<file path="config.mk">
export PLATFORM = sky130hd
export DESIGN_NAME = round_robin_slice_scheduler_flat
export DESIGN_NICKNAME = d
export VERILOG_FILES = /design/src/sv/rrs_pkg.sv /design/src/sv/rrs_req_if.sv /design/src/sv/rrs_rsp_if.sv /design/src/sv/round_robin_slice_scheduler.sv /design/src/flat_wrapper.sv
export SDC_FILE = /design/constraint.sdc
export NUM_CORES = 1
export LEC_CHECK = 0
export BUFFER_PORTS_ARGS = -buffer_cell sky130_fd_sc_hd__buf_2
export CELL_PAD_IN_SITES_DETAIL_PLACEMENT = 1
export CELL_PAD_IN_SITES_GLOBAL_PLACEMENT = 2
export CORE_MARGIN = 2
export CORE_UTILIZATION = 43
export CTS_BUF_LIST = sky130_fd_sc_hd__clkbuf_2 sky130_fd_sc_hd__clkbuf_4 sky130_fd_sc_hd__clkbuf_8
export DETAILED_ROUTE_END_ITERATION = 6
export GPL_TIMING_DRIVEN = 1
export PLACE_DENSITY_LB_ADDON = 0.05
export SLEW_MARGIN = 20
export SYNTH_ARGS = -nofsm -noshare
export SYNTH_HDL_FRONTEND = slang
export SYNTH_SLANG_ARGS = --single-unit
</file>
<file path="constraint.sdc">
create_clock -name clock -period 4.8 [get_ports clock]
set_input_delay 0.72 -clock clock [delete_from_list [all_inputs] [get_ports clock]]
set_output_delay 0.72 -clock clock [all_outputs]
set_load 0.01 [all_outputs]
</file>
<file path="src/sv/rrs_pkg.sv">
// ----------------------------------------------------------------------------
// rrs_pkg
// shared types and constants of the round-robin slice scheduler
// ----------------------------------------------------------------------------
package rrs_pkg;

   localparam int unsigned TIME_W  = 12;   // arrival, burst, remaining, quantum
   localparam int unsigned CLOCK_W = 16;   // scheduler clock
   localparam int unsigned ID_W    = 5;    // process id as reported
   localparam int unsigned SPAN_W  = 17;   // signed turnaround and waiting
   localparam int unsigned CMD_W   = 2;

   typedef logic [CMD_W-1:0]   cmd_type;
   typedef logic [TIME_W-1:0]  time_type;
   typedef logic [CLOCK_W-1:0] clock_type;
   typedef logic [ID_W-1:0]    id_type;
   typedef logic [SPAN_W-1:0]  span_type;

   localparam cmd_type CMD_CLEAR    = 2'd0;
   localparam cmd_type CMD_LOAD     = 2'd1;
   localparam cmd_type CMD_SCHEDULE = 2'd2;

   // one process table entry
   typedef struct packed {
      time_type arrival;
      time_type burst;
      time_type remaining;
      id_type   id;
   } entry_type;

endpackage

</file>
<file path="src/sv/rrs_req_if.sv">
// ----------------------------------------------------------------------------
// rrs_req_if
// command channel of the scheduler, valid/ready handshake
// ----------------------------------------------------------------------------
interface rrs_req_if;
   logic               valid;
   logic               ready;
   rrs_pkg::cmd_type   command;
   rrs_pkg::time_type  arrival_time;
   rrs_pkg::time_type  burst_time;

   modport source (output valid, command, arrival_time, burst_time, input ready);
   modport sink   (input valid, command, arrival_time, burst_time, output ready);
endinterface

</file>
<file path="src/sv/rrs_rsp_if.sv">
// ----------------------------------------------------------------------------
// rrs_rsp_if
// slice result channel of the scheduler, valid/ready handshake
// ----------------------------------------------------------------------------
interface rrs_rsp_if;
   logic                valid;
   logic                ready;
   rrs_pkg::id_type     process_id;
   rrs_pkg::clock_type  slice_start;
   rrs_pkg::time_type   slice_length;
   logic                finished;
   logic signed [16:0]  turnaround;
   logic signed [16:0]  waiting;
   logic                all_done;

   modport source (output valid, process_id, slice_start, slice_length, finished,
                   turnaround, waiting, all_done, input ready);
   modport sink   (input valid, process_id, slice_start, slice_length, finished,
                   turnaround, waiting, all_done, output ready);
endinterface

</file>
<file path="src/sv/round_robin_slice_scheduler.sv">
// ----------------------------------------------------------------------------
// round_robin_slice_scheduler
// round-robin process table with one slice issued per schedule transaction
// ----------------------------------------------------------------------------
// The block holds up to MAX_PROCS processes ordered by arrival (equal arrivals
// keep load order) in a single-port-write, registered-read table memory; done
// marks live in flip-flops and clear at once. It takes one transaction at a
// time. A clear takes effect on the handshake itself. A load moves each later
// entry up one slot for the ordered insertion (one memory read and one write each),
// then writes the new entry into the freed slot. A schedule scans the done marks
// one entry per cycle from the cursor, then reads the entry and runs the slice
// arithmetic through one shared 17-bit add/subtract unit (remaining, clock,
// turnaround, waiting); turnaround and waiting are only reckoned when the slice
// finishes the process. An empty table answers with all_done without a scan, a
// fully finished one after the scan. The result sits in an output register; the
// next transaction is taken while it waits, and only the final step of a later
// schedule stalls on a full output.
// ----------------------------------------------------------------------------
module round_robin_slice_scheduler #(
   parameter int unsigned MAX_PROCS = 16
) (
   input  logic                clock,
   input  logic                reset,
   rrs_req_if.sink             req_chan,
   rrs_rsp_if.source           rsp_chan,
   input  logic                csr_write_en,
   input  rrs_pkg::time_type   csr_write_data
);

   localparam int unsigned IDX_W = (MAX_PROCS > 1) ? $clog2(MAX_PROCS) : 1;
   localparam int unsigned CNT_W = $clog2(MAX_PROCS + 1);

   typedef enum logic [3:0] {
      ST_IDLE,
      ST_LD_READ,   // issue read of the entry below the insert slot, or write at slot 0
      ST_LD_CHECK,  // move it up or drop the new entry in
      ST_SC_SCAN,   // walk done marks from the cursor
      ST_SC_READ,   // entry data back, pick slice length
      ST_SC_REM,    // remaining minus run
      ST_SC_CLK,    // clock plus run
      ST_SC_TURN,   // end minus arrival
      ST_SC_WAIT,   // turnaround minus burst
      ST_SC_OUT     // hand the result to the output register
   } state_type;

   // control state
   state_type              state_ff,  state_in;
   logic [CNT_W-1:0]       count_ff,  count_in;
   logic [IDX_W-1:0]       cursor_ff, cursor_in;
   rrs_pkg::clock_type     clock_ff,  clock_in;
   logic [MAX_PROCS-1:0]   done_ff,   done_in;
   rrs_pkg::time_type      tq_ff,     tq_in;
   logic                   rsp_valid_ff, rsp_valid_in;

   // working registers
   logic [IDX_W-1:0]       pos_ff,    pos_in;     // insert slot, also scan index
   logic [IDX_W-1:0]       steps_ff,  steps_in;   // entries scanned so far
   rrs_pkg::time_type      arr_ff,    arr_in;
   rrs_pkg::time_type      bur_ff,    bur_in;
   rrs_pkg::entry_type     ent_ff,    ent_in;
   rrs_pkg::time_type      run_ff,    run_in;
   rrs_pkg::clock_type     start_ff,  start_in;
   rrs_pkg::span_type      turn_ff,   turn_in;
   rrs_pkg::span_type      wait_ff,   wait_in;
   logic                   found_ff,  found_in;
   logic                   fin_ff,    fin_in;

   // result registers
   rrs_pkg::id_type        o_id_ff,     o_id_in;
   rrs_pkg::clock_type     o_start_ff,  o_start_in;
   rrs_pkg::time_type      o_len_ff,    o_len_in;
   logic                   o_fin_ff,    o_fin_in;
   rrs_pkg::span_type      o_turn_ff,   o_turn_in;
   rrs_pkg::span_type      o_wait_ff,   o_wait_in;
   logic                   o_alldone_ff, o_alldone_in;

   // table memory
   rrs_pkg::entry_type     table_mem [MAX_PROCS];
   rrs_pkg::entry_type     mem_rdata_ff;
   logic                   mem_we;
   logic [IDX_W-1:0]       mem_waddr;
   logic [IDX_W-1:0]       mem_raddr;
   rrs_pkg::entry_type     mem_wdata;

   // shared add/subtract unit
   rrs_pkg::span_type      alu_a, alu_b, alu_res;
   logic                   alu_sub;

   logic                   req_fire;
   rrs_pkg::time_type      quantum;
   rrs_pkg::id_type        new_id;
   logic [IDX_W-1:0]       idx_next;
   logic                   idx_wraps;
   rrs_pkg::entry_type     new_entry;

   assign req_fire  = req_chan.valid && req_chan.ready;
   // a zero quantum acts as one
   assign quantum   = (tq_ff == '0) ? rrs_pkg::TIME_W'(1) : tq_ff;
   // ids are reported modulo 32
   assign new_id    = rrs_pkg::ID_W'(count_ff) + rrs_pkg::ID_W'(1);
   // cyclic successor of the scan index within the loaded entries
   assign idx_wraps = (CNT_W'(pos_ff) + CNT_W'(1)) == count_ff;
   assign idx_next  = idx_wraps ? '0 : pos_ff + IDX_W'(1);
   assign new_entry = '{arrival: arr_ff, burst: bur_ff, remaining: bur_ff, id: new_id};

   // operand select for the shared unit
   always_comb begin
      alu_a   = '0;
      alu_b   = '0;
      alu_sub = 1'b0;
      unique case (state_ff)
         ST_SC_REM: begin
            alu_a   = rrs_pkg::SPAN_W'(ent_ff.remaining);
            alu_b   = rrs_pkg::SPAN_W'(run_ff);
            alu_sub = 1'b1;
         end
         ST_SC_CLK: begin
            alu_a   = rrs_pkg::SPAN_W'(clock_ff);
            alu_b   = rrs_pkg::SPAN_W'(run_ff);
         end
         ST_SC_TURN: begin
            alu_a   = rrs_pkg::SPAN_W'(clock_ff);
            alu_b   = rrs_pkg::SPAN_W'(ent_ff.arrival);
            alu_sub = 1'b1;
         end
         ST_SC_WAIT: begin
            alu_a   = turn_ff;
            alu_b   = rrs_pkg::SPAN_W'(ent_ff.burst);
            alu_sub = 1'b1;
         end
         default: begin
         end
      endcase
   end

   assign alu_res = alu_sub ? (alu_a - alu_b) : (alu_a + alu_b);

   // sequencer
   always_comb begin
      state_in     = state_ff;
      count_in     = count_ff;
      cursor_in    = cursor_ff;
      clock_in     = clock_ff;
      done_in      = done_ff;
      tq_in        = csr_write_en ? csr_write_data : tq_ff;
      rsp_valid_in = rsp_valid_ff && !rsp_chan.ready;
      pos_in       = pos_ff;
      steps_in     = steps_ff;
      arr_in       = arr_ff;
      bur_in       = bur_ff;
      ent_in       = ent_ff;
      run_in       = run_ff;
      start_in     = start_ff;
      turn_in      = turn_ff;
      wait_in      = wait_ff;
      found_in     = found_ff;
      fin_in       = fin_ff;
      o_id_in      = o_id_ff;
      o_start_in   = o_start_ff;
      o_len_in     = o_len_ff;
      o_fin_in     = o_fin_ff;
      o_turn_in    = o_turn_ff;
      o_wait_in    = o_wait_ff;
      o_alldone_in = o_alldone_ff;
      mem_we       = 1'b0;
      mem_waddr    = pos_ff;
      mem_wdata    = new_entry;
      mem_raddr    = pos_ff;

      unique case (state_ff)
         ST_IDLE: begin
            if (req_fire) begin
               unique case (req_chan.command)
                  rrs_pkg::CMD_CLEAR: begin
                     count_in  = '0;
                     cursor_in = '0;
                     clock_in  = '0;
                     done_in   = '0;
                  end
                  rrs_pkg::CMD_LOAD: begin
                     arr_in = req_chan.arrival_time;
                     bur_in = req_chan.burst_time;
                     pos_in = IDX_W'(count_ff);
                     // a full table ignores the load
                     if (count_ff != CNT_W'(MAX_PROCS)) begin
                        state_in = ST_LD_READ;
                     end
                  end
                  rrs_pkg::CMD_SCHEDULE: begin
                     pos_in   = cursor_ff;
                     steps_in = '0;
                     found_in = 1'b0;
                     fin_in   = 1'b0;
                     state_in = (count_ff == '0) ? ST_SC_OUT : ST_SC_SCAN;
                  end
                  default: begin
                  end
               endcase
            end
         end

         ST_LD_READ: begin
            if (pos_ff == '0) begin
               mem_we        = 1'b1;
               done_in[pos_ff] = 1'b0;
               count_in      = count_ff + CNT_W'(1);
               state_in      = ST_IDLE;
            end else begin
               mem_raddr = pos_ff - IDX_W'(1);
               state_in  = ST_LD_CHECK;
            end
         end

         ST_LD_CHECK: begin
            mem_we = 1'b1;
            if (mem_rdata_ff.arrival > arr_ff) begin
               // later arrival moves up one slot with its done mark
               mem_wdata       = mem_rdata_ff;
               done_in[pos_ff] = done_ff[pos_ff - IDX_W'(1)];
               pos_in          = pos_ff - IDX_W'(1);
               state_in        = ST_LD_READ;
            end else begin
               done_in[pos_ff] = 1'b0;
               count_in        = count_ff + CNT_W'(1);
               state_in        = ST_IDLE;
            end
         end

         ST_SC_SCAN: begin
            if (!done_ff[pos_ff]) begin
               found_in = 1'b1;
               state_in = ST_SC_READ;
            end else if ((CNT_W'(steps_ff) + CNT_W'(1)) == count_ff) begin
               state_in = ST_SC_OUT;
            end else begin
               steps_in = steps_ff + IDX_W'(1);
               pos_in   = idx_next;
            end
         end

         ST_SC_READ: begin
            ent_in   = mem_rdata_ff;
            run_in   = (mem_rdata_ff.remaining > quantum) ? quantum : mem_rdata_ff.remaining;
            state_in = ST_SC_REM;
         end

         ST_SC_REM: begin
            ent_in.remaining = alu_res[rrs_pkg::TIME_W-1:0];
            mem_we           = 1'b1;
            mem_wdata        = ent_ff;
            mem_wdata.remaining = alu_res[rrs_pkg::TIME_W-1:0];
            state_in         = ST_SC_CLK;
         end

         ST_SC_CLK: begin
            start_in = clock_ff;
            clock_in = alu_res[rrs_pkg::CLOCK_W-1:0];
            turn_in  = '0;
            wait_in  = '0;
            if (ent_ff.remaining == '0) begin
               fin_in          = 1'b1;
               done_in[pos_ff] = 1'b1;
               state_in        = ST_SC_TURN;
            end else begin
               state_in        = ST_SC_OUT;
            end
         end

         ST_SC_TURN: begin
            turn_in  = alu_res;
            state_in = ST_SC_WAIT;
         end

         ST_SC_WAIT: begin
            wait_in  = alu_res;
            state_in = ST_SC_OUT;
         end

         ST_SC_OUT: begin
            // wait for the output register to free up
            if (!rsp_valid_ff || rsp_chan.ready) begin
               rsp_valid_in = 1'b1;
               if (found_ff) begin
                  o_id_in      = ent_ff.id;
                  o_start_in   = start_ff;
                  o_len_in     = run_ff;
                  o_fin_in     = fin_ff;
                  o_turn_in    = turn_ff;
                  o_wait_in    = wait_ff;
                  o_alldone_in = 1'b0;
                  cursor_in    = idx_next;
               end else begin
                  o_id_in      = '0;
                  o_start_in   = '0;
                  o_len_in     = '0;
                  o_fin_in     = 1'b0;
                  o_turn_in    = '0;
                  o_wait_in    = '0;
                  o_alldone_in = 1'b1;
               end
               state_in = ST_IDLE;
            end
         end

         default: begin
            state_in = ST_IDLE;
         end
      endcase
   end

   // state and registered outputs
   always_ff @(posedge clock) begin
      if (reset) begin
         state_ff     <= ST_IDLE;
         count_ff     <= '0;
         cursor_ff    <= '0;
         clock_ff     <= '0;
         done_ff      <= '0;
         tq_ff        <= rrs_pkg::TIME_W'(1);
         rsp_valid_ff <= 1'b0;
      end else begin
         state_ff     <= state_in;
         count_ff     <= count_in;
         cursor_ff    <= cursor_in;
         clock_ff     <= clock_in;
         done_ff      <= done_in;
         tq_ff        <= tq_in;
         rsp_valid_ff <= rsp_valid_in;
      end
      pos_ff       <= pos_in;
      steps_ff     <= steps_in;
      arr_ff       <= arr_in;
      bur_ff       <= bur_in;
      ent_ff       <= ent_in;
      run_ff       <= run_in;
      start_ff     <= start_in;
      turn_ff      <= turn_in;
      wait_ff      <= wait_in;
      found_ff     <= found_in;
      fin_ff       <= fin_in;
      o_id_ff      <= o_id_in;
      o_start_ff   <= o_start_in;
      o_len_ff     <= o_len_in;
      o_fin_ff     <= o_fin_in;
      o_turn_ff    <= o_turn_in;
      o_wait_ff    <= o_wait_in;
      o_alldone_ff <= o_alldone_in;
   end

   // process table, one write and one registered read per cycle
   always_ff @(posedge clock) begin
      if (mem_we) begin
         table_mem[mem_waddr] <= mem_wdata;
      end
      mem_rdata_ff <= table_mem[mem_raddr];
   end

   assign req_chan.ready        = (state_ff == ST_IDLE);
   assign rsp_chan.valid        = rsp_valid_ff;
   assign rsp_chan.process_id   = o_id_ff;
   assign rsp_chan.slice_start  = o_start_ff;
   assign rsp_chan.slice_length = o_len_ff;
   assign rsp_chan.finished     = o_fin_ff;
   assign rsp_chan.turnaround   = o_turn_ff;
   assign rsp_chan.waiting      = o_wait_ff;
   assign rsp_chan.all_done     = o_alldone_ff;

endmodule

</file>
<file path="src/flat_wrapper.sv">
// flat-port wrapper written by rule: the top's interface ports become plain ports
module round_robin_slice_scheduler_flat 
#(
   parameter int unsigned MAX_PROCS = 16
)
  (clock, reset, csr_write_en, csr_write_data, req_chan_valid, req_chan_command, req_chan_arrival_time, req_chan_burst_time, req_chan_ready, rsp_chan_valid, rsp_chan_process_id, rsp_chan_slice_start, rsp_chan_slice_length, rsp_chan_finished, rsp_chan_turnaround, rsp_chan_waiting, rsp_chan_all_done, rsp_chan_ready);
  rrs_req_if req_chan_i ();
  rrs_rsp_if rsp_chan_i ();
  input  logic clock;
  input  logic reset;
  input  logic csr_write_en;
  input  rrs_pkg::time_type csr_write_data;
  input wire logic [$bits(req_chan_i.valid)-1:0] req_chan_valid;
  input wire logic [$bits(req_chan_i.command)-1:0] req_chan_command;
  input wire logic [$bits(req_chan_i.arrival_time)-1:0] req_chan_arrival_time;
  input wire logic [$bits(req_chan_i.burst_time)-1:0] req_chan_burst_time;
  output wire logic [$bits(req_chan_i.ready)-1:0] req_chan_ready;
  output wire logic [$bits(rsp_chan_i.valid)-1:0] rsp_chan_valid;
  output wire logic [$bits(rsp_chan_i.process_id)-1:0] rsp_chan_process_id;
  output wire logic [$bits(rsp_chan_i.slice_start)-1:0] rsp_chan_slice_start;
  output wire logic [$bits(rsp_chan_i.slice_length)-1:0] rsp_chan_slice_length;
  output wire logic [$bits(rsp_chan_i.finished)-1:0] rsp_chan_finished;
  output wire logic [$bits(rsp_chan_i.turnaround)-1:0] rsp_chan_turnaround;
  output wire logic [$bits(rsp_chan_i.waiting)-1:0] rsp_chan_waiting;
  output wire logic [$bits(rsp_chan_i.all_done)-1:0] rsp_chan_all_done;
  input wire logic [$bits(rsp_chan_i.ready)-1:0] rsp_chan_ready;
  assign req_chan_i.valid = req_chan_valid;
  assign req_chan_i.command = req_chan_command;
  assign req_chan_i.arrival_time = req_chan_arrival_time;
  assign req_chan_i.burst_time = req_chan_burst_time;
  assign req_chan_ready = req_chan_i.ready;
  assign rsp_chan_valid = rsp_chan_i.valid;
  assign rsp_chan_process_id = rsp_chan_i.process_id;
  assign rsp_chan_slice_start = rsp_chan_i.slice_start;
  assign rsp_chan_slice_length = rsp_chan_i.slice_length;
  assign rsp_chan_finished = rsp_chan_i.finished;
  assign rsp_chan_turnaround = rsp_chan_i.turnaround;
  assign rsp_chan_waiting = rsp_chan_i.waiting;
  assign rsp_chan_all_done = rsp_chan_i.all_done;
  assign rsp_chan_i.ready = rsp_chan_ready;
  round_robin_slice_scheduler #(.MAX_PROCS(MAX_PROCS)) u_core (.clock(clock), .reset(reset), .req_chan(req_chan_i), .rsp_chan(rsp_chan_i), .csr_write_en(csr_write_en), .csr_write_data(csr_write_data));
endmodule
</file>
# ---- After elaboration in Yosys (flattened, before gate mapping)
# Memory sizes are Yosys's and may differ from the RTL's. A register that Yosys moved wholly into a read port is not among the register bits.
# Cells that the tools add are included.
dict set report totals {
  mem_count 1
  reg_bits 264
  inputBits 43
  wordCells 183
  out_inout_bits 71
  ramBits 656
}
# memory words word_bits rd rd_ports_with_merged_regs write_ports line_no
set mem_list {}
lappend mem_list {u_core.table_mem 16 41 1 1 1 round_robin_slice_scheduler.sv:78} ;# rrs_pkg::entry_type table_mem [MAX_PROCS];
dict set report op_classes {
  magnitude_cmp 5
  reduce_logical 36
  n_eq_ne 29
  bitwise_logic 3
  addsub 8
  mux 73
}
# cell count
set ops {}
lappend ops {{two-way mux 4 bit} 22}
lappend ops {{case mux 41 bit (2 select lines)} 1}
lappend ops {{two-way mux 16 bit} 5}
lappend ops {{case mux 17 bit (2 select lines)} 2}
lappend ops {{case mux 16 bit (4 select lines)} 1}
lappend ops {{case mux 17 bit (3 select lines)} 1}
lappend ops {{two-way mux 41 bit} 1}
lappend ops {{case mux 4 bit (10 select lines)} 1}
lappend ops {{case mux 12 bit (3 select lines)} 1}
lappend ops {{case mux 16 bit (2 select lines)} 1}
lappend ops {{case mux 4 bit (2 select lines)} 4}
lappend ops {{AND reduction 5 bit} 5}
lappend ops {{> comparator 12 bit} 2}
lappend ops {{zero test 12 bit} 2}
lappend ops {{two-way mux 12 bit} 2}
lappend ops {{case mux 12 bit (2 select lines)} 1}
lappend ops {{two-way mux 5 bit} 4}
lappend ops {{adder 17 x 12 -> 17 bit} 1}
lappend ops {{two-way mux 17 bit} 1}
lappend ops {{subtractor 17 x 12 -> 17 bit} 1}
lappend ops {{AND 16 bit} 1}
lappend ops {{bitwise mux 16 bit} 1}
lappend ops {{== test 4 x 3 -> 1 bit, second input constant} 4}
lappend ops {{NOT 16 bit} 1}
lappend ops {{other kinds (39)} 88}

# ---- Longest topological paths before layout
# Gate-level depths: netlist (run 1).
dict set report logic_depth {
  depth_word 8
  ltp_mapped 19
  ltp_nobuf 16
}

# ---- Worst setup path after synthesis (run 1)
# OpenSTA, ideal clock, no wires.
dict set report synth_path {
  kind {input-to-reg}
  startpoint {input rsp_chan_ready}
  endpoint {register u_core.cursor_ff[2]}
  t_required_ns 4.685
  arrival_time_ns 4.838
  setup_slack_ns -0.153
  stages 6
  path_buffers 0
  setup_time_ns 0.115
  path_cell_list {nand2b_1 > nor2b_1 > nand2_1 > a21oi_1 > nor2b_1 > o21a_1}
}
dict set report synth_between {
  elab_chain_cells 3
}
# element line_no
set synth_rtl {}
lappend synth_rtl {{from (decl)} flat_wrapper.sv:26} ;# input wire logic [$bits(rsp_chan_i.ready)-1:0] rsp_chan_ready;
lappend synth_rtl {{logical OR 1 bit} round_robin_slice_scheduler.sv:281} ;# if (!rsp_valid_ff || rsp_chan.ready) begin
lappend synth_rtl {{inequality test 2 x 1 -> 1 bit (no line)} -}
lappend synth_rtl {{AND reduction 5 bit (no line)} -}
lappend synth_rtl {{to (signal assigned)} round_robin_slice_scheduler.sv:324} ;# cursor_ff <= cursor_in;
lappend synth_rtl {{to (decl)} round_robin_slice_scheduler.sv:49} ;# logic [IDX_W-1:0] cursor_ff, cursor_in;
# Every way passes these cells.
# A chain may end at the register's enable or synchronous reset.

==> metrics.md, run 1 <==
| Metric | Value |
|---|---|
| Switching Fraction | 0.329 |
| Placer Congestion | roughly 0.9 |
| Sw power | between 8 and 9 mW |
| Fin cells | between 4000 and 5000 |
| Global-route wire length before repair | 176 mm |
| Critical path class | register to register |
| DRT iter0 DRCs | 2149 |
| WL/cell | 28.2 um |
| Crit path capture type | register |
| Total power | ~25 mW |
| Count of cell types in the netlist | 77 |
| Tcrit/Tclk final | 0.950 |
| Least-Margin Pin Slew | 1220 ps |
| Status | finished, final reports clean |
| Startpoint Class | register |
| Sequential cell area fraction in the yosys report | 0.707 |
| Avg Inst Size Synth | around 15 sq um |
| Pwr/cell area | roughly 540 nW/um^2 |
| WHS Path Cells | 1 |
| Ys Warns | 0 |
| R2R depth | 16 |
| Total internal power | 16.7 mW |
| GRT Util Overall | 0.255 |
| Req. time, crit path | 5440 ps |
| Placed cell count | slightly below 4000 |
| TritonCTS buffer count | between 150 and 200 |
| IO Port Bufs | between 100 and 150 |
| Post-CTS Setup Bufs | 0 |
| Hold Startpoint | req_chan_burst_time[9] |
| Post-Synth Adder-Cell Area | 0.0167 |
| Mapped Area | between 30000 and 40000 sq um |
| Initial antenna violation count | 1 |
| MaxCap Viol Count | 0 |
| Initial Utilization | 0.432 |
| Logic pwr share | 0.300 |
| Leakage power | between 15 and 20 nW |
| CP Max Fanout | 21 |
| Final Worst Setup Slack | ~240 ps |
| Clock Power Share | 0.294 |
| Ys flop type | edfxtp_1 |
| Synth Area in Compound Gates | 0.0873 |
| Crit path DAT | between 5000 and 6000 ps |
| Hold Fails Final Rpt | 0 |
| Worst vdd ir | between 0.2 and 0.3 mV |
| Clock Tree Root | clkbuf_8 |
| Vias in the first global route | 25700 |
| Dpl ws | -58.8 ps |
| Crit path time final | roughly 4600 ps |
| Die width | between 300 and 400 um |
| Core Area | 91200 sq um |
| Hold Path Sink | u_core.bur_ff[9] |
| Synthesized Nets | ~2700 |
| Worst Hold Class | primary input to register |
| Die height | 307 um |
| Clock skew | roughly 38 ps |
| Cells after synthesis | 2646 |
| Final WL | 119 mm |
| Grt ovf | 0 |
| Ratio of cells with drive above 1 in the final layout | 0.224 |
| Die footprint | approximately 94000 sq um |
| CTS tree | yes |
| Final ANT Viol Nets | 0 |
| Post-synth EDFFs | 862 |
| DR pass1 iterations | 5 |
| Max Fclk | roughly 0.22 GHz |
| Clock Latency Late Sink | approximately 830 ps |
| H-tree Lvls | 4 |
| Clock Path Buffers | 3 |
| Mux cell area share after synthesis | 0.0710 |
| Via count | 24600 |
| Fin. max-slew vios | 0 |
| R2r startpoint | u_core.state_ff[1] |
| Drt via density | ~5.8 |
| RSZ-0062 raised after global routing | no |
| DRC Markers | 0 |
| R2r endpoint | u_core.table_mem[9][14] |
| Asr flop ratio synth | 0 |
| NumNets Final | around 3000 |
| CTS clk-pin slew, worst paths | roughly 60 ps |
| R2R Setup Slk | 240 ps |
| Sequential power share | 0.406 |
| Post-Synth XOR/XNOR Area | 0.00803 |
| Largest net degree at the start of global routing | 70 |
| Combinational family with the most area after synthesis | compound AO/OA/AOI/OAI gates |
| Ports | ~110 |
| Clock sinks | between 900 and 1000 |
| Layout area overhead | 16.7% |
| Hpwl dp | ~75 mm |
| Rows | about 110 |
| Simple-gate share of the synthesized area | 0.0869 |
| Synth Register Bits | 961 |
| Slew HR | 0.181 |
| Setup violators final | 0 |
-- how the worst max path moves through the flow --
| stage | from | end | cells after the start |
|---|---|---|---|
| detailed placement | u_core.state_ff[1] | u_core.table_mem[5][16] | 16 |
| finish | u_core.state_ff[1] | u_core.table_mem[9][14] | 16 |
| floorplan | u_core.state_ff[3] | u_core.table_mem[0][14] | 18 |
| global placement | u_core.state_ff[1] | u_core.table_mem[4][16] | 16 |
| global route | u_core.state_ff[1] | u_core.table_mem[9][15] | 15 |
| CTS | u_core.state_ff[1] | u_core.table_mem[9][15] | 16 |
-- routing by layer --
metal | wire, um | track usage | part of all wire | up-vias
li1 | - | - | - | 10800
met2 | 57300 | 0.411 | 0.48 | 763
met4 | 2370 | 0.0702 | 0.020 | 0
met5 | 0 | 0 | 0 | -
met1 | 53600 | 0.363 | 0.45 | 12900
met3 | 6020 | 0.0379 | 0.050 | 166
-- kinds of logic (layout without fill, tap and decap cells) --
| kind of cell | after synthesis | count (layout) |
|---|---|---|
| fa+ha+maj | 52 | 52 |
| other cells | 0 | 1 |
| compound gates | 468 | 469 |
| mux | 164 | 164 |
| buf+inv | 217 | 621 |
| simple gates | 751 | 751 |
| xor+xnor | 33 | 33 |
| flops | 961 | 961 |
-- layout by cell type (no fill, tap or decap), drive strengths merged, types with 14 or more instances in the layout --
cell type / synthesis / routed
nor2b: 15 / 15
mux4: 91 / 91
dlygate4sd3: 0 / 14
a41o: 47 / 47
clkinv: 0 / 30
a22oi: 53 / 53
dfxtp: 99 / 99
edfxtp: 862 / 862
a21o: 23 / 23
o21ai: 87 / 87
inv: 65 / 72
mux2i: 58 / 58
clkbuf: 111 / 243
mux2: 15 / 15
a31oi: 20 / 20
nand2: 331 / 331
xnor2: 19 / 19
a32oi: 41 / 41
ha: 51 / 51
a22o: 47 / 47
nor2: 143 / 143
a21oi: 58 / 58
and2: 74 / 74
buf: 41 / 256
nand3: 106 / 106
-- area by class of cell --
type,instances,area (sq um)
fill,8860,45200
sequential,961,27900
multi-input combinational,1469,11000
clock buffer,243,2910
timing repair buffer,270,2230
tap,1186,1480
clock inverter,43,304
inverter,65,244
antenna,1,2.50
-- Yosys cell counts (6+ instances only) --
cell,number,area [sq um]
edfxtp_1,862,25900
o21ai_0,82,410
a22o_1,47,412
a32oi_1,41,359
a221o_1,8,80.1
a21o_1,23,173
a2bb2oi_1,6,52.6
a31oi_1,20,125
a41o_1,47,470
nor2_1,143,537
buf_1,10,37.5
ha_1,51,638
xor2_1,12,105
a21oi_1,58,290
clkbuf_1,111,417
nor3_1,13,65.1
nand3b_1,6,45.0
nor2b_1,15,93.8
and2_1,74,463
and3_1,7,43.8
o211ai_1,6,45.0
a22oi_1,53,398
o2111ai_1,6,52.6
nand2b_1,11,68.8
mux2i_1,58,581
buf_2,17,85.1
mux2_2,15,169
nand4_1,10,62.6
o31ai_1,6,45.0
buf_6,12,135
nand2_1,331,1240
nand3_1,106,531
dfxtp_1,99,1980
nor4_1,6,37.5
o22ai_1,6,37.5
a21boi_0,7,52.6
mux4_2,91,2050
inv_1,64,240
xnor2_1,19,166
o21a_1,9,67.6
or2_2,8,50.1
-- through the flow --
step	area, sq um	utilization	TNS (ps)	hold slack (ps)
finish	46000	0.505	0	95.3
global route	46000	0.505	0	33.2
CTS	46000	0.504	0	1.02
detailed placement	42600	0.467	-934	427
global placement	42600	0.467	0	412
floorplan	39400	-	0	409
-- power groups by stage --
| stage | clock, mW | sequential, mW | combinational [mW] |
|---|---|---|---|
| final | 7.32 | 10.1 | 7.47 |
| after global routing | 7.85 | 10.1 | 8.07 |
| after CTS | 7.50 | 10.1 | 7.51 |
| after detailed placement | 0 | 10.3 | 7.45 |
| after global placement | 0 | 10.3 | 7.31 |
| after floorplan | 0 | 10.1 | 4.74 |
-- worst max-delay path, stage by stage, from the launching register on --
cell	delay (ps)
dfxtp_1	380
buf_4	240
and4b_1	340
a22oi_1	290
o21ai_0	170
nor4_1	340
buf_4	210
a21oi_1	80
xor2_1	190
ha_1	380
o21a_1	160
o21a_1	190
o21a_1	210
and2_1	210
or3_1	480
o221ai_1	250
buf_4	270
-- state kept, by name, summed over array words and instances (netlist names), 16 cells and up --
signal	count
u_core.wait_ff	17
u_core.rsp_chan.slice_start	16
u_core.turn_ff	17
u_core.rsp_chan.turnaround	17
u_core.start_ff	16
u_core.done_ff	16
u_core.mem_rdata_ff	41
u_core.rsp_chan.waiting	17
u_core.clock_ff	16
u_core.ent_ff	41
u_core.table_mem	656
-- repair_timing --
item,4_1_cts,5_1_grt
endpoints found under the hold margin,14,0
resized for setup,1,9
endpoints found under the setup margin,16,73
hold buffers,14,0
gates cloned,0,1
Note: power is estimated with default switching activity, not from simulation.
==> run 2, diff against run 1 <==
--- a/config.mk
+++ b/config.mk
@@ -9,7 +9,7 @@
 export CELL_PAD_IN_SITES_DETAIL_PLACEMENT = 1
 export CELL_PAD_IN_SITES_GLOBAL_PLACEMENT = 2
 export CORE_MARGIN = 2
-export CORE_UTILIZATION = 43
+export CORE_UTILIZATION = 51
 export CTS_BUF_LIST = sky130_fd_sc_hd__clkbuf_2 sky130_fd_sc_hd__clkbuf_4 sky130_fd_sc_hd__clkbuf_8
 export DETAILED_ROUTE_END_ITERATION = 6
 export GPL_TIMING_DRIVEN = 1
==> constraint.sdc (replaced) <==
create_clock -name clock -period 5.7 [get_ports clock]
set_input_delay 0.855 -clock clock [delete_from_list [all_inputs] [get_ports clock]]
set_output_delay 0.855 -clock clock [all_outputs]
set_load 0.01 [all_outputs]
==> run 2 against run 1 <==
  * Cell count decreased by 5.0%
  * Sequential cell count unchanged
  * Sequential power decreased by 16%
  * Power decreased by 17%
  * Global-route usage increased by 3.4 points
  * Count of clock-buffer cells in the layout decreased by 25
  * Register-to-register slack improved by 300 ps
==> metrics.md, run 2 (same netlist as run 1, synthesis figures left out) <==
| Metric | Value |
|---|---|
| Status | finished, final reports clean |
| Top reg by flops | u_core.table_mem |
| Rows | 101 (-9.0%) |
| Crit path capture type | register |
| Core Area | 76200 sq um (-16%) |
| Clock Tree Root | clkbuf_8 |
| H-tree Lvls | 4 (unchanged) |
| R2R Setup Slk | 540 ps (+300 ps) |
| R2R depth | 14 (-2) |
| Clock Path Buffers | 3 (unchanged) |
| CTS resizes | 0 (-1) |
| Final WL | 113 mm (-5.0%) |
| Hold_buf cts | 0 (-14) |
| Post-CTS Setup Bufs | 0 (unchanged) |
| Critical path class | register to register |
| MaxCap Viol Count | 0 (unchanged) |
| Ratio of cells with drive above 1 in the final layout | 0.211 (-0.0128) |
| Hpwl dp | 69.2 mm (-7.6%) |
| WHS Path Cells | 1 (unchanged) |
| DRT iter0 DRCs | 2012 (-6.4%) |
| WP buf/inv | 1 (-2) |
| Largest net degree at the start of global routing | 124 (+77%) |
| TritonCTS buffer count | 156 (-3.7%) |
| DRC Markers | 0 (unchanged) |
| Die height | 282 um (-8.1%) |
| Hold Path Sink | u_core.arr_ff[1] |
| Max incr delay on CP | 690 ps (+210 ps) |
| Final Worst Setup Slack | 537 ps (+297 ps) |
| Commonest non-fill, non-tap cell in the layout | edfxtp_1 |
| Hold Fails Final Rpt | 0 (unchanged) |
| Grt ovf | 0 (unchanged) |
| Dpl ws | 321 ps (+380 ps) |
| CP Max Fanout | 16 (-24%) |
| Pwr/cell area | 457 nW/um^2 (-15%) |
| CTS tree | yes |
| Drt via density | 6.11 (+5.2%) |
| Clock Latency Late Sink | 820 ps (about the same) |
| Setup violators final | 0 (unchanged) |
| Initial antenna violation count | 4 (+3) |
| Top flop regs | u_core.table_mem (656), u_core.ent_ff (41), u_core.mem_rdata_ff (41) |
| Vias in the first global route | 25600 (-0.26%) |
| Via count | 24600 (-0.11%) |
| Worst Hold Class | primary input to register |
| NumNets Final | 2960 (-2.1%) |
| RSZ-0062 raised after global routing | no |
| Final ANT Viol Nets | 0 (unchanged) |
| Initial Utilization | 0.518 (+0.0853) |
| Crit path time final | 5160 ps (+603 ps) |
| Tcrit/Tclk final | 0.906 (-0.0443) |
| Worst vdd ir | 0.310 mV (+6.0%) |
| Fin Setup TNS | 0 ps (unchanged) |
| Die width | 282 um (-8.1%) |
| WL/cell | 28.2 um (about the same) |
| Die footprint | 79600 sq um (-15%) |
| Clock skew | 49.4 ps (+11.1 ps) |
| GRT Util Overall | 0.290 (+0.0344) |
| Largest register FFs | 656 (unchanged) |
| Slew HR | 0.256 (+0.0748) |
| Crit-path slowest cell | dfxtp_1 |
| CP delay by family, top | compound AO/OA/AOI/OAI gates |
| Global-route wire length before repair | 168 mm (-4.3%) |
| Placer Congestion | 0.878 (-1.3%) |
| R2r endpoint | u_core.table_mem[11][15] |
| CTS clk-pin slew, worst paths | 60 ps (about the same) |
| Least-Margin Pin Slew | 1120 ps (-108 ps) |
| Max Fclk | 0.194 GHz (-12%) |
| Clock sinks | 961 (unchanged) |
| CP cell instances | nor2b_1 -> o21ai_1 -> o21ai_0 -> nor4_1 -> buf_4 -> a21oi_1 -> xor2_1 -> ha_1 -> nand3_1 -> o22ai_1 -> a211o_1 -> xnor2_1 -> nor2_1 -> a221o_1 |
| Leakage power | 15.8 nW (-2.2%) |
| Req. time, crit path | 6170 ps (+730 ps) |
| Ports | 114 (unchanged) |
| Most frequent cells in the layout | 862 x edfxtp_1, 330 x nand2_1, 171 x clkbuf_8, 125 x nor2_1, 113 x buf_2 |
| Fin. max-slew vios | 0 (unchanged) |
| Startpoint Class | register |
| R2r startpoint | u_core.state_ff[0] |
| IO Port Bufs | 113 (unchanged) |
| Crit path DAT | 5640 ps (+440 ps) |
| Hold Startpoint | req_chan_arrival_time[1] |
| Layout area overhead | 14.4% |
| DR pass1 iterations | 6 (+1) |
run 2: changes by cell type in the layout (fill, tap and decap cells not counted), sizes merged:
cell,before,now
a221o,9,8
buf,256,213
bufinv,3,4
clkbuf,243,218
clkinv,30,50
clkinvlp,3,4
dlygate4sd3,14,0
inv,72,76
run 2: per-stage QoR:
step / utilization / hold WS, ps / cells / power [mW] / cell area [sq um]
floorplan: - / 409 / 2646 / 12.5 / 39400
global placement: 0.549 / 414 / 3737 / 14.4 / 41900
detailed placement: 0.549 / 419 / 3737 / 14.6 / 41900
CTS: 0.592 / 167 / 4024 / 20.7 / 45100
global route: 0.592 / 184 / 4025 / 21.5 / 45100
finish: 0.592 / 212 / 4025 / 20.6 / 45100
run 2: layout make-up:
type,instances,area (sq um)
clock inverter,69,529
multi-input combinational,1468,11000
timing repair buffer,213,1500
fill,7186,31100
clock buffer,218,2710
tap,1030,1290
inverter,65,244
sequential,961,27900
antenna,1,2.50
run 2: power breakdown:
group          leakage [nW]  switching (mW)  internal [mW]  total [mW]
combinational          5.57            3.68           2.31        5.99
clock                  1.71            2.82           3.31        6.13
sequential             8.53           0.295           8.20        8.50
total                  15.8            6.80           13.8        20.6
run 2: worst max path at each step:
stage	start	end	cells after the start
3_3_place_gp	u_core.state_ff[2]	u_core.table_mem[7][16]	16
6_report	u_core.state_ff[0]	u_core.table_mem[11][15]	14
2_1_floorplan	rsp_chan_ready	u_core.cursor_ff[2]	6
3_5_place_dp	u_core.state_ff[2]	u_core.table_mem[2][16]	16
4_1_cts	u_core.state_ff[2]	u_core.table_mem[2][16]	16
5_1_grt	u_core.state_ff[2]	u_core.table_mem[4][16]	16
run 2: worst register-to-register path: stages (launching register included):
cell	delay, ps
dfxtp_1	690
nor2b_1	230
o21ai_1	460
o21ai_0	280
nor4_1	420
buf_4	210
a21oi_1	80
xor2_1	190
ha_1	420
nand3_1	140
o22ai_1	500
a211o_1	260
xnor2_1	240
nor2_1	170
a221o_1	530
run 2: per-layer routing:
metal,up-vias,GRT usage,share of wire
met3,174,0.0420,0.062
met2,912,0.468,0.48
met5,-,0,0.00011
met4,2,0.0855,0.022
met1,12800,0.411,0.44
li1,10700,-,-
==> run 3, diff against run 2 <==
==> constraint.sdc (replaced) <==
create_clock -name clock -period 6.1 [get_ports clock]
set_input_delay 0.915 -clock clock [delete_from_list [all_inputs] [get_ports clock]]
set_output_delay 0.915 -clock clock [all_outputs]
set_load 0.01 [all_outputs]
==> run 3 against run 2 <==
  * First-iteration DRC count up 19%
  * Via count up 0.87%
  * Largest power group unchanged
  * Critical path type unchanged
  * Combinational power down 8.0%
==> metrics.md, run 3 (same netlist as run 1, synthesis figures left out) <==
| Metric | Value |
|---|---|
| Status | finished, final reports clean |
| Clock Path Buffers | 3 (unchanged) |
| Largest register FFs | 656 (unchanged) |
| DRT iter0 DRCs | 2395 (+19%) |
| MaxCap Viol Count | 0 (unchanged) |
| CTS resizes | 0 (unchanged) |
| Fin cells | 4034 (+0.22%) |
| WL/cell | 28.9 um (+2.7%) |
| Core Area | 76200 sq um (unchanged) |
| Placer Congestion | 0.907 (+3.4%) |
| CP Max Fanout | 16 (unchanged) |
| Tcrit/Tclk final | 0.841 (-0.0648) |
| CP cell instances | nand2_1 -> o21ai_0 -> inv_1 -> ha_1 -> o2111a_1 -> nand4_1 -> o21ai_0 -> xnor2_1 -> ha_1 -> a21oi_1 -> o22ai_1 -> or4_1 -> a21oi_1 -> a311oi_1 -> buf_4 -> o221ai_2 |
| Startpoint Class | register |
| RSZ-0062 raised after global routing | no |
| Crit path time final | 5130 ps (-32.7 ps) |
| Crit path DAT | 5620 ps (-20 ps) |
| Die footprint | 79600 sq um (unchanged) |
| NumNets Final | 2965 (+0.17%) |
| Pwr/cell area | 429 nW/um^2 (-6.1%) |
| DP Area | 41800 sq um (-0.12%) |
| Initial Utilization | 0.518 (unchanged) |
| Clock Latency Late Sink | 850 ps (+30 ps) |
| Leakage power | 15.9 nW (+0.51%) |
| Commonest non-fill, non-tap cell in the layout | edfxtp_1 |
| Drt via density | 6.15 (+0.65%) |
| TritonCTS buffer count | 159 (+1.9%) |
| Final non-filler cell area | 45200 sq um (+0.20%) |
| R2R depth | 16 (+2) |
| WHS Path Cells | 1 (unchanged) |
| GRT Util Overall | 0.297 (+0.00737) |
| Global-route wire length before repair | 171 mm (+1.9%) |
| DRC Markers | 0 (unchanged) |
| Placed cell count | 3739 (+0.054%) |
| Fin Setup TNS | 0 ps (unchanged) |
| Layout area overhead | 14.6% |
| Die width | 282 um (unchanged) |
| Final WL | 117 mm (+2.9%) |
| Crit-path slowest cell | dfxtp_1 |
| Largest net degree at the start of global routing | 124 (unchanged) |
| R2R Setup Slk | 970 ps (+430 ps) |
| Ratio of cells with drive above 1 in the final layout | 0.218 (+0.00743) |
| Clock sinks | 961 (unchanged) |
| CTS tree | yes |
| Most frequent cells in the layout | 862 x edfxtp_1, 330 x nand2_1, 175 x clkbuf_8, 125 x nor2_1, 113 x buf_2 |
| Final ANT Viol Nets | 0 (unchanged) |
| Dpl ws | 665 ps (+344 ps) |
| Max Fclk | 0.195 GHz (+0.64%) |
| Final Worst Setup Slack | 970 ps (+433 ps) |
| Vias in the first global route | 25900 (+1.3%) |
| Hpwl dp | 72.4 mm (+4.7%) |
| R2r startpoint | u_core.state_ff[2] |
| Via count | 24800 (+0.87%) |
| Hold_buf cts | 0 (unchanged) |
| Slew HR | 0.252 (-0.00367) |
| Top flop regs | u_core.table_mem (656), u_core.ent_ff (41), u_core.mem_rdata_ff (41) |
| Ports | 114 (unchanged) |
| DR pass1 iterations | 7 (+1) |
| CTS clk-pin slew, worst paths | 60 ps (about the same) |
| Clock skew | 68.7 ps (+19.3 ps) |
| Least-Margin Pin Slew | 1120 ps (+5.51 ps) |
| Post-CTS Setup Bufs | 0 (unchanged) |
| Req. time, crit path | 6590 ps (+420 ps) |
| Max incr delay on CP | 660 ps (-30 ps) |
| Hold Startpoint | req_chan_arrival_time[1] |
| Hold Path Sink | u_core.arr_ff[1] |
| Clock Tree Root | clkbuf_8 |
| Critical path class | register to register |
| Initial antenna violation count | 4 (unchanged) |
| H-tree Lvls | 4 (unchanged) |
| Rows | 101 (unchanged) |
| Grt ovf | 0 (unchanged) |
| Worst vdd ir | 0.286 mV (-7.9%) |
| Hold Fails Final Rpt | 0 (unchanged) |
| R2r endpoint | u_core.table_mem[15][16] |
| Worst hold margin | 237 ps (+25.5 ps) |
| Worst Hold Class | primary input to register |
| Top reg by flops | u_core.table_mem |
| Fin util | 0.593 (+0.00120) |
| Fin. max-slew vios | 0 (unchanged) |
| Die height | 282 um (unchanged) |
| Total power | 19.4 mW (-5.9%) |
| IO Port Bufs | 113 (unchanged) |
| Crit path capture type | register |
| Setup violators final | 0 (unchanged) |
run 3: cell type report:
type                       count  area, sq um
clock inverter                38          364
inverter                      65          244
tap                         1030         1290
fill                        7128        31000
antenna                        2         5.00
timing repair buffer         215         1450
sequential                   961        27900
multi-input combinational   1468        11000
clock buffer                 255         3010
run 3: worst max path at each step:
stage | to | slack, ps | cells past startpoint | from
after detailed placement | u_core.table_mem[2][16] | 670 | 16 | u_core.state_ff[2]
final | u_core.table_mem[15][16] | 970 | 16 | u_core.state_ff[2]
after global placement | u_core.table_mem[2][16] | 940 | 16 | u_core.state_ff[2]
after global routing | u_core.table_mem[15][16] | 560 | 16 | u_core.state_ff[2]
after CTS | u_core.table_mem[15][16] | 640 | 16 | u_core.state_ff[2]
after floorplan | u_core.cursor_ff[2] | 950 | 6 | rsp_chan_ready
run 3: critical path, delay by kind of cell (launching register included):
family | cells | cell delay [ps]
AO/OA/AOI/OAI | 8 | 2090
AND/OR/NAND/NOR | 3 | 1010
flip-flops | 1 | 660
adder cells (fa/ha/maj) | 2 | 600
buffers and inverters | 2 | 280
XOR/XNOR | 1 | 180
run 3: where the power goes:
group          internal (mW)  switching (mW)
Combinational           2.07            3.45
Sequential              7.66           0.270
Clock                   3.29            2.66
Total                   13.0            6.38
run 3: layer usage:
| layer | track usage | up-vias | routed length (um) |
|---|---|---|---|
| li1 | - | 10700 | - |
| met1 | 0.414 | 13000 | 50400 |
| met2 | 0.475 | 937 | 55700 |
| met3 | 0.0562 | 223 | 7480 |
| met4 | 0.0940 | 4 | 3060 |
| met5 | 0 | - | 27 |
